$ cat config.mk
export PLATFORM = sky130hd
export DESIGN_NAME = signed_int_to_decimal_ascii_unit
export DESIGN_NICKNAME = d
export VERILOG_FILES = /design/src/hdl/sitda_pkg.sv /design/src/hdl/signed_int_to_decimal_ascii_unit.sv /design/src/hdl/sitda_front.sv /design/src/hdl/sitda_fifo.sv /design/src/hdl/sitda_back.sv
export SDC_FILE = /design/constraint.sdc
export NUM_CORES = 1
export LEC_CHECK = 0
export BUFFER_PORTS_ARGS = -buffer_cell sky130_fd_sc_hd__clkbuf_2
export CAP_MARGIN = 20
export CORE_MARGIN = 1.5
export CORE_UTILIZATION = 55
export CTS_CLUSTER_DIAMETER = 100
export DETAILED_ROUTE_END_ITERATION = 10
export GPL_TIMING_DRIVEN = 0
export PLACE_DENSITY = 0.74
export SLEW_MARGIN = 20
export SYNTH_ARGS = -nofsm -noshare
export SYNTH_HDL_FRONTEND = slang
export SYNTH_SLANG_ARGS = --single-unit
$ cat constraint.sdc
create_clock -name i_clk -period 6.4 [get_ports i_clk]
set_clock_uncertainty 0.1 [all_clocks]
set_input_delay 1.28 -clock i_clk [delete_from_list [all_inputs] [get_ports i_clk]]
set_output_delay 1.28 -clock i_clk [all_outputs]
set_load 0.02 [all_outputs]
$ cat src/hdl/sitda_pkg.sv
package sitda_pkg;

    localparam int VAL_W       = 32;
    localparam int DIG_W       = 4;
    localparam int MAX_DIGITS  = 10;
    localparam int CNT_W       = 4;
    localparam int RECIP_SHIFT = 35;
    localparam int QUOT_W      = 2 * VAL_W - RECIP_SHIFT;
    localparam int QDEPTH      = 2;
    localparam int QPTR_W      = 1;
    localparam int QCNT_W      = 2;

    localparam logic [VAL_W-1:0] RECIP      = 32'hCCCC_CCCD;
    localparam logic [7:0]       CHAR_ZERO  = 8'h30;
    localparam logic [7:0]       CHAR_MINUS = 8'h2D;

    typedef struct packed {
        logic             neg;
        logic [VAL_W-1:0] mag;
    } t_item;

    typedef enum logic [2:0] {
        ST_IDLE,
        ST_MUL,
        ST_REM,
        ST_SIGN,
        ST_EMIT
    } t_state;

endpackage

$ cat src/hdl/signed_int_to_decimal_ascii_unit.sv
// Channel   Handshake              Payload
// input     start high, busy low   i_value (32-bit signed)
// result    o_strobe, one cycle    o_ascii_char (8-bit), o_last_char
//
// An accepted beat enters a two-entry queue and the converter takes it
// once it is idle. Digits come out least significant first through one
// shared reciprocal multiplier, a multiply step and a remainder step per
// digit, then leave most significant first at one character per cycle,
// after a minus sign for a negative number.
// Reset is synchronous and empties the queue. The receiver cannot stall.
module signed_int_to_decimal_ascii_unit (
    input  logic                        i_clk,
    input  logic                        i_rst_n,
    input  logic                        start,
    output logic                        busy,
    input  logic [sitda_pkg::VAL_W-1:0] i_value,
    output logic                        o_strobe,
    output logic [7:0]                  o_ascii_char,
    output logic                        o_last_char
);
    import sitda_pkg::*;

    logic  w_push;
    logic  w_pop;
    logic  w_empty;
    logic  w_full;
    t_item w_in_item;
    t_item w_q_item;

    assign busy = w_full;

    sitda_front u_front (
        .i_start (start),
        .i_value (i_value),
        .i_full  (w_full),
        .o_push  (w_push),
        .o_item  (w_in_item)
    );

    sitda_fifo u_fifo (
        .i_clk   (i_clk),
        .i_rst_n (i_rst_n),
        .i_push  (w_push),
        .i_item  (w_in_item),
        .i_pop   (w_pop),
        .o_item  (w_q_item),
        .o_empty (w_empty),
        .o_full  (w_full)
    );

    sitda_back u_back (
        .i_clk        (i_clk),
        .i_rst_n      (i_rst_n),
        .i_item       (w_q_item),
        .i_empty      (w_empty),
        .o_pop        (w_pop),
        .o_strobe     (o_strobe),
        .o_ascii_char (o_ascii_char),
        .o_last_char  (o_last_char)
    );

endmodule

$ cat src/hdl/sitda_front.sv
module sitda_front (
    input  logic                       i_start,
    input  logic [sitda_pkg::VAL_W-1:0] i_value,
    input  logic                       i_full,
    output logic                       o_push,
    output sitda_pkg::t_item           o_item
);
    import sitda_pkg::*;

    logic             w_neg;
    logic [VAL_W-1:0] w_mag;

    assign w_neg  = i_value[VAL_W-1];
    assign w_mag  = w_neg ? (~i_value + VAL_W'(1)) : i_value;
    assign o_push = i_start && !i_full;
    assign o_item = '{neg: w_neg, mag: w_mag};

endmodule

$ cat src/hdl/sitda_fifo.sv
module sitda_fifo (
    input  logic             i_clk,
    input  logic             i_rst_n,
    input  logic             i_push,
    input  sitda_pkg::t_item i_item,
    input  logic             i_pop,
    output sitda_pkg::t_item o_item,
    output logic             o_empty,
    output logic             o_full
);
    import sitda_pkg::*;

    t_item              r_mem [QDEPTH];
    logic [QPTR_W-1:0]  r_wptr;
    logic [QPTR_W-1:0]  r_rptr;
    logic [QCNT_W-1:0]  r_count;
    logic               w_push;
    logic               w_pop;

    assign o_empty = (r_count == QCNT_W'(0));
    assign o_full  = (r_count == QCNT_W'(QDEPTH));
    assign w_push  = i_push && !o_full;
    assign w_pop   = i_pop && !o_empty;
    assign o_item  = r_mem[r_rptr];

    always_ff @(posedge i_clk) begin
        if (w_push) begin
            r_mem[r_wptr] <= i_item;
        end
    end

    always_ff @(posedge i_clk) begin
        if (!i_rst_n) begin
            r_wptr  <= '0;
            r_rptr  <= '0;
            r_count <= '0;
        end else begin
            if (w_push) begin
                r_wptr <= r_wptr + QPTR_W'(1);
            end
            if (w_pop) begin
                r_rptr <= r_rptr + QPTR_W'(1);
            end
            if (w_push && !w_pop) begin
                r_count <= r_count + QCNT_W'(1);
            end else if (w_pop && !w_push) begin
                r_count <= r_count - QCNT_W'(1);
            end
        end
    end

endmodule

$ cat src/hdl/sitda_back.sv
module sitda_back (
    input  logic             i_clk,
    input  logic             i_rst_n,
    input  sitda_pkg::t_item i_item,
    input  logic             i_empty,
    output logic             o_pop,
    output logic             o_strobe,
    output logic [7:0]       o_ascii_char,
    output logic             o_last_char
);
    import sitda_pkg::*;

    t_state              r_state;
    t_state              n_state;
    logic                r_neg;
    logic [VAL_W-1:0]    r_mag;
    logic [QUOT_W-1:0]   r_quot;
    logic [DIG_W-1:0]    r_digits [MAX_DIGITS];
    logic [CNT_W-1:0]    r_nd;
    logic [CNT_W-1:0]    r_idx;
    logic                r_strobe;
    logic                n_strobe;
    logic [7:0]          r_char;
    logic [7:0]          n_char;
    logic                r_last;
    logic                n_last;

    logic [2*VAL_W-1:0]  w_prod;
    logic [DIG_W-1:0]    w_q10_lo;
    logic [DIG_W-1:0]    w_rem;
    logic [CNT_W-1:0]    w_rd_idx;

    assign w_prod   = (2*VAL_W)'(r_mag) * (2*VAL_W)'(RECIP);
    assign w_q10_lo = {r_quot[0], 3'b000} + {r_quot[2:0], 1'b0};
    assign w_rem    = r_mag[DIG_W-1:0] - w_q10_lo;
    assign w_rd_idx = r_idx - CNT_W'(1);

    always_comb begin
        n_state = r_state;
        case (r_state)
            ST_IDLE: begin
                if (!i_empty) begin
                    n_state = ST_MUL;
                end
            end
            ST_MUL: begin
                n_state = ST_REM;
            end
            ST_REM: begin
                if (r_quot == '0) begin
                    n_state = r_neg ? ST_SIGN : ST_EMIT;
                end else begin
                    n_state = ST_MUL;
                end
            end
            ST_SIGN: begin
                n_state = ST_EMIT;
            end
            ST_EMIT: begin
                if (r_idx == CNT_W'(1)) begin
                    n_state = ST_IDLE;
                end
            end
            default: begin
                n_state = ST_IDLE;
            end
        endcase
    end

    always_comb begin
        o_pop    = 1'b0;
        n_strobe = 1'b0;
        n_char   = CHAR_ZERO;
        n_last   = 1'b0;
        case (r_state)
            ST_IDLE: begin
                o_pop = !i_empty;
            end
            ST_SIGN: begin
                n_strobe = 1'b1;
                n_char   = CHAR_MINUS;
            end
            ST_EMIT: begin
                n_strobe = 1'b1;
                n_char   = CHAR_ZERO + {4'b0000, r_digits[w_rd_idx]};
                n_last   = (r_idx == CNT_W'(1));
            end
            default: begin
                o_pop = 1'b0;
            end
        endcase
    end

    always_ff @(posedge i_clk) begin
        case (r_state)
            ST_IDLE: begin
                r_neg <= i_item.neg;
                r_mag <= i_item.mag;
                r_nd  <= '0;
            end
            ST_MUL: begin
                r_quot <= w_prod[2*VAL_W-1:RECIP_SHIFT];
            end
            ST_REM: begin
                r_digits[r_nd] <= w_rem;
                r_nd           <= r_nd + CNT_W'(1);
                r_mag          <= VAL_W'(r_quot);
                r_idx          <= r_nd + CNT_W'(1);
            end
            ST_EMIT: begin
                r_idx <= w_rd_idx;
            end
            default: begin
                r_idx <= r_idx;
            end
        endcase
        r_char <= n_char;
        r_last <= n_last;
    end

    always_ff @(posedge i_clk) begin
        if (!i_rst_n) begin
            r_state  <= ST_IDLE;
            r_strobe <= 1'b0;
        end else begin
            r_state  <= n_state;
            r_strobe <= n_strobe;
        end
    end

    assign o_strobe     = r_strobe;
    assign o_ascii_char = r_char;
    assign o_last_char  = r_last;

endmodule

# After elaboration in Yosys (flattened, before gate mapping)
# Memories as Yosys holds them, arrays and structs flattened. A register that Yosys moved wholly into a read port is not among the register bits.
# Cells that the tools add are included.
dict set report word_totals {
  register_bits 87
  ramBits 106
  in_bits 35
  elab_cells 71
  n_memories 2
}
dict set report op_classes {
  add_sub_neg 10
  mul 1
  n_eq_ne 8
  mux 20
  bitwise_logic 1
  reduce_logical 17
}
# memory depth word_bits read_ports rd_clocked_by_memory_dff wr line
set mem_list {}
lappend mem_list {u_fifo.r_mem 2 33 1 1 1 sitda_fifo.sv:13} ;# t_item r_mem [QDEPTH];
lappend mem_list {u_back.r_digits 10 4 1 0 1 sitda_back.sv:18} ;# logic [DIG_W-1:0] r_digits [MAX_DIGITS];
# cell count
set ops {}
lappend ops {{32-bit by 32-bit multiplier with 64-bit output, second input constant} 1}
lappend ops {{32-bit case mux with 2 select lines} 1}
lappend ops {{32-bit by 1-bit adder with 32-bit output, second input constant} 1}
lappend ops {{32-bit two-way mux} 1}
lappend ops {{32-bit NOT} 1}
lappend ops {{29-bit zero test} 1}
lappend ops {{4-bit case mux with 2 select lines} 2}
lappend ops {{8-bit case mux with 2 select lines} 1}
lappend ops {{3-bit case mux with 5 select lines} 1}
lappend ops {{3-bit two-way mux} 4}
lappend ops {{1-bit two-way mux} 8}
lappend ops {{6-bit by 4-bit adder with 7-bit output, first input constant} 1}
lappend ops {{3-bit by 2-bit == test with 1-bit output, second input constant} 2}
lappend ops {{2-bit nonzero test} 3}
lappend ops {{1-bit logical AND} 5}
lappend ops {{4-bit by 1-bit adder with 4-bit output, second input constant} 1}
lappend ops {{4-bit adder} 1}
lappend ops {{4-bit by 1-bit == test with 1-bit output, second input constant} 1}
lappend ops {{1-bit zero test} 4}
lappend ops {{2-bit two-way mux} 2}
lappend ops {{4-bit by 1-bit subtractor with 4-bit output, second input constant} 1}
lappend ops {{4-bit subtractor} 1}
lappend ops {{3-bit by 1-bit == test with 1-bit output, second input constant} 1}
lappend ops {{3-bit == test, second input constant} 1}
lappend ops {{other kinds (10)} 11}

# Logic depth before layout (Yosys ltp)
dict set report logic_depth {
  depth_word 8
  depth_mapped 26
  mapped_depth_nobuf 25
}

# Cells and area by module
# From an unflattened synthesis, not the netlist that was laid out.
dict set report hier_totals {
  hier_cells 2298
  area_unflattened_um2 25368.1
}
# module n_inst cells_per_inst area_per_inst_um2 seq_area_each_um2
set by_module_without_submodules {}
lappend by_module_without_submodules {sitda_back 1 2070 22034.9 3503.4}
lappend by_module_without_submodules {sitda_fifo 1 128 2607.5 2082.0}
lappend by_module_without_submodules {sitda_front 1 100 725.7 0.0}

# Worst setup path after synthesis
# Ideal clock, no wire load.
dict set report synth_timing {
  path_kind {register to register}
  startpoint {register u_back.r_mag[19]}
  endpoint {register u_back.r_quot[24], data pin}
  setup_ps 278
  t_arrival_ps 6693
  setup_slack_ps -671
  stages_incl_launch_ff 25
  path_buffers 1
  synth_period_minus_slack_ps 7071
  cell_sequence {edfxtp_1 > ha_1 > inv_1 > fa_1 > inv_1 > fa_1 > inv_1 > fa_1 > inv_1 > fa_1 > fa_1 > fa_1 > inv_1 > fa_1 > inv_1 > ha_1 > clkbuf_1 > nand2_1 > or4_1 > nand2b_1 > a21oi_1 > a311oi_1 > a311oi_2 > a21o_1 > a311oi_1}
}
dict set report synth_via {
  elab_chain_len 1
}
# item line
set synth_lines {}
lappend synth_lines {{from (decl)} sitda_back.sv:16} ;# logic [VAL_W-1:0] r_mag;
lappend synth_lines {{from (signal assigned)} sitda_back.sv:98} ;# r_mag <= i_item.mag;
lappend synth_lines {{from (signal assigned)} sitda_back.sv:107} ;# r_mag <= VAL_W'(r_quot);
lappend synth_lines {{32-bit by 32-bit multiplier with 64-bit output} sitda_back.sv:33} ;# assign w_prod = (2*VAL_W)'(r_mag) * (2*VAL_W)'(RECIP);
lappend synth_lines {{via u_back.w_prod[59]} sitda_back.sv:28} ;# logic [2*VAL_W-1:0] w_prod;
lappend synth_lines {{to (signal assigned)} sitda_back.sv:102} ;# r_quot <= w_prod[2*VAL_W-1:RECIP_SHIFT];
lappend synth_lines {{to (decl)} sitda_back.sv:17} ;# logic [QUOT_W-1:0] r_quot;
# The timed path passes the listed nets, and every way through them passes these cells.
# A chain may end at the register's enable or synchronous reset.

# Worst setup path after layout
dict set report layout_timing {
  startpoint {register u_back.r_mag[3]}
  endpoint {register u_back.r_quot[28], data pin}
}
# The elaborated chain is that of the path after synthesis.

==> results.yml <==
drt:
  drt_iter0_markers: 1242
  totalWireLength_um: 68800
  drc: 0
  wl_per_cell_um: 22.1
  dr_total_vias: 17400
  dr.pass1.iters: 5
  vias_per_cell: 5.60
  drtAntennaViolNets: 0
layout:
  drive_above_1_share_pct: 20.8
  area_growth_syn_to_layout_pct: 19.7
  multi_input_area_um2: 18900
  final_nets: 3283
  ff_latch_area_um2: 5590
  fill_cells: 3193
  antenna_cells: 0
die:
  fp.dieH_um: 216
  core_um2: 44400
  initial_core_util_pct: 56.0
  io_pins: 46
  die_w_um: 216
  row_count: 77
  die_area_um2: 46500
cts:
  h-tree-depth: 4
  cts_tree: "built"
  path_clk_slew_ns: 0.07
  insertion_delay_ns: 0.43
  cts_buffers: 17
  cts_sinks: 191
  root_buffer: "clkbuf_16"
  cts_buffer_depth: 2
timing:
  finalHoldViolCount: 0
  hold_ws_ns: 0.460
  min_period_ns: 7.30
  fin_ws_ns: -0.895
  maxSlewViolCount: 0
  min_period_over_period_pct: 114
  rsz0062_at_grt: "true"
  slew_headroom_pct: 46.2
  fmax_mhz: 137
  tightest_slew_ns: 0.802
  setup_viol: 29
global_routing:
  grt_pass1_wl_um: 107000
  grt_pass1_vias: 18800
  grt_max_degree: 32
  antenna_found_initial: 0
  track_usage_pct: 30.8
  overflow: 0
status:
  status: "complete, but fails checks"
  violations: "setup timing"
setup_path:
  cpMostUsedCell: "fa_1"
  worst_setup_path_start_kind: "flip-flop"
  crit_required_ns: 6.47
  cpMaxStageDelayCell: "fa_2"
  path_class: "reg -> reg"
  cpPeakStageDelay_ns: 0.61
  path_max_fanout: 6
  cp.arrival_ns: 7.37
  end_kind: "flip-flop"
  path_cells: "ha_1 > ha_1 > inv_1 > fa_1 > inv_1 > fa_1 > fa_1 > fa_1 > fa_1 > fa_2 > ha_4 > a21oi_2 > o211ai_1 > a21oi_2 > a21oi_4 > a311oi_4 > a311oi_4 > buf_6 > buf_4 > buf_4 > a2111oi_4 > a211oi_2"
min_path:
  hold_path_class: "reg -> reg"
placed_design:
  dp_hpwl_um: 55800
  numPortBuffers: 42
  place_congestion: 0.996
yosys:
  ys_async_sr_fraction_pct: 0
  synth_edf_count: 176
  synth_ff_type: "edfxtp_1"
  syn-instance-count: 2270
  seq_area_frac_synth_pct: 22.4
  netlist_area_um2: 24900
  ys_types: 64
  synth.avg_cell_area_um2: 11.0
  yosys_warnings: 0
  ys_seq_elements: 191
run:
  cap_violations: 0
[area by class of cell]
cell class / instances / area share, %
multi-input combinational: 1502 / 63.3
sequential: 191 / 18.7
inverter: 528 / 6.70
timing repair buffer: 221 / 5.87
tap: 592 / 2.49
clock buffer: 22 / 1.63
buffer: 43 / 0.958
clock inverter: 10 / 0.290
[worst max-delay path, delay by kind of cell (launching register included)]
| kind | cells | cell delay [ns] |
|---|---|---|
| adder cells (fa/ha/maj) | 9 | 4.19 |
| AO/OA/AOI/OAI | 8 | 1.58 |
| buffers and inverters | 5 | 0.57 |
| flip-flops | 1 | 0.57 |
[through the flow]
step                      util, %  cells  area [um^2]  setup TNS [ns]  worst slack (ns)
final                        67.1   3109        29800          -15.91            -0.895
after global routing         67.1   3109        29800          -19.98             -1.07
after CTS                    65.4   3069        29100          -12.08            -0.783
after detailed placement     58.8   2910        26100          -40.13             -1.95
after global placement       58.6   2905        26000          -40.10             -1.89
after floorplan                 -   2271        25100           -3.11            -0.445
[logic make-up after synthesis]
kind of cell / share of synthesized area (%)
compound gates: 7.11
xor+xnor: 4.01
fa+ha+maj: 49.0
buf+inv: 8.77
flops: 22.4
mux: 2.47
other cells: 0.0302
simple gates: 6.12
[cells in the final DEF, fill, tap and decap left out, types with 22 or more instances in the layout]
cell type	instances
buf_6	23
a21o_1	37
o21ai_0	69
clkbuf_2	42
fa_2	23
fa_1	363
buf_4	153
nand2_1	109
edfxtp_1	176
inv_2	22
a21oi_1	55
xnor2_1	65
ha_1	289
inv_1	501
nor2_1	45
ha_4	52
mux2i_1	39
xor2_1	25
and2_1	22
clkbuf_1	30
[state kept, by name, indices dropped and copies added (netlist names), 2 cells and up, named ones only]
register / flops
u_back.r_quot: 29
u_back.r_idx: 4
u_back.o_ascii_char: 5
u_fifo.r_count: 2
u_back.r_state: 3
u_fifo.r_mem: 66
u_back.r_digits: 40
u_back.r_mag: 32
u_back.r_nd: 4
[worst paths after layout]
check | startpoint | to | slack [ns] | depth (start not counted)
worst max-delay path | u_back.r_mag[3] | u_back.r_quot[28] | -0.90 | 22
worst min-delay path | u_fifo.r_mem[0][32] | u_back.r_neg | 0.46 | 1
worst max register to register | u_back.r_mag[3] | u_back.r_quot[28] | -0.90 | 22
worst min register to register | u_fifo.r_mem[0][32] | u_back.r_neg | 0.46 | 1
[per-layer routing]
layer	global-route usage, %	share of wire (%)	up-vias
li1	-	-	7852
met1	40.0	40	8726
met2	50.0	47	697
met3	8.03	8.8	144
met4	10.7	4.0	0
met5	0	0	-
[timing repair]
| item | in CTS | in global routing |
|---|---|---|
| hold buffers | 0 | 0 |
| gates resized for setup | 249 | 98 |
| buffers inserted | 133 | 43 |
| endpoints found under the setup margin | 29 | 29 |
| pin swaps | 107 | 91 |
[cells in the mapped netlist (all sizes together) (24+ instances only)]
| cell | count | share of area, % |
|---|---|---|
| nor2 | 51 | 0.77 |
| o21ai | 83 | 1.7 |
| a21oi | 74 | 1.5 |
| clkbuf | 45 | 0.68 |
| and2 | 24 | 0.60 |
| fa | 386 | 31 |
| xnor2 | 75 | 2.6 |
| ha | 358 | 18 |
| nand2 | 115 | 1.7 |
| xor2 | 39 | 1.4 |
| a21o | 38 | 1.1 |
| edfxtp | 176 | 21 |
| mux2i | 39 | 1.6 |
| inv | 528 | 8.0 |
Power is left out: the tool's default activity adds up to more than one toggle a clock period on the data nets, which glitch-free logic cannot reach.
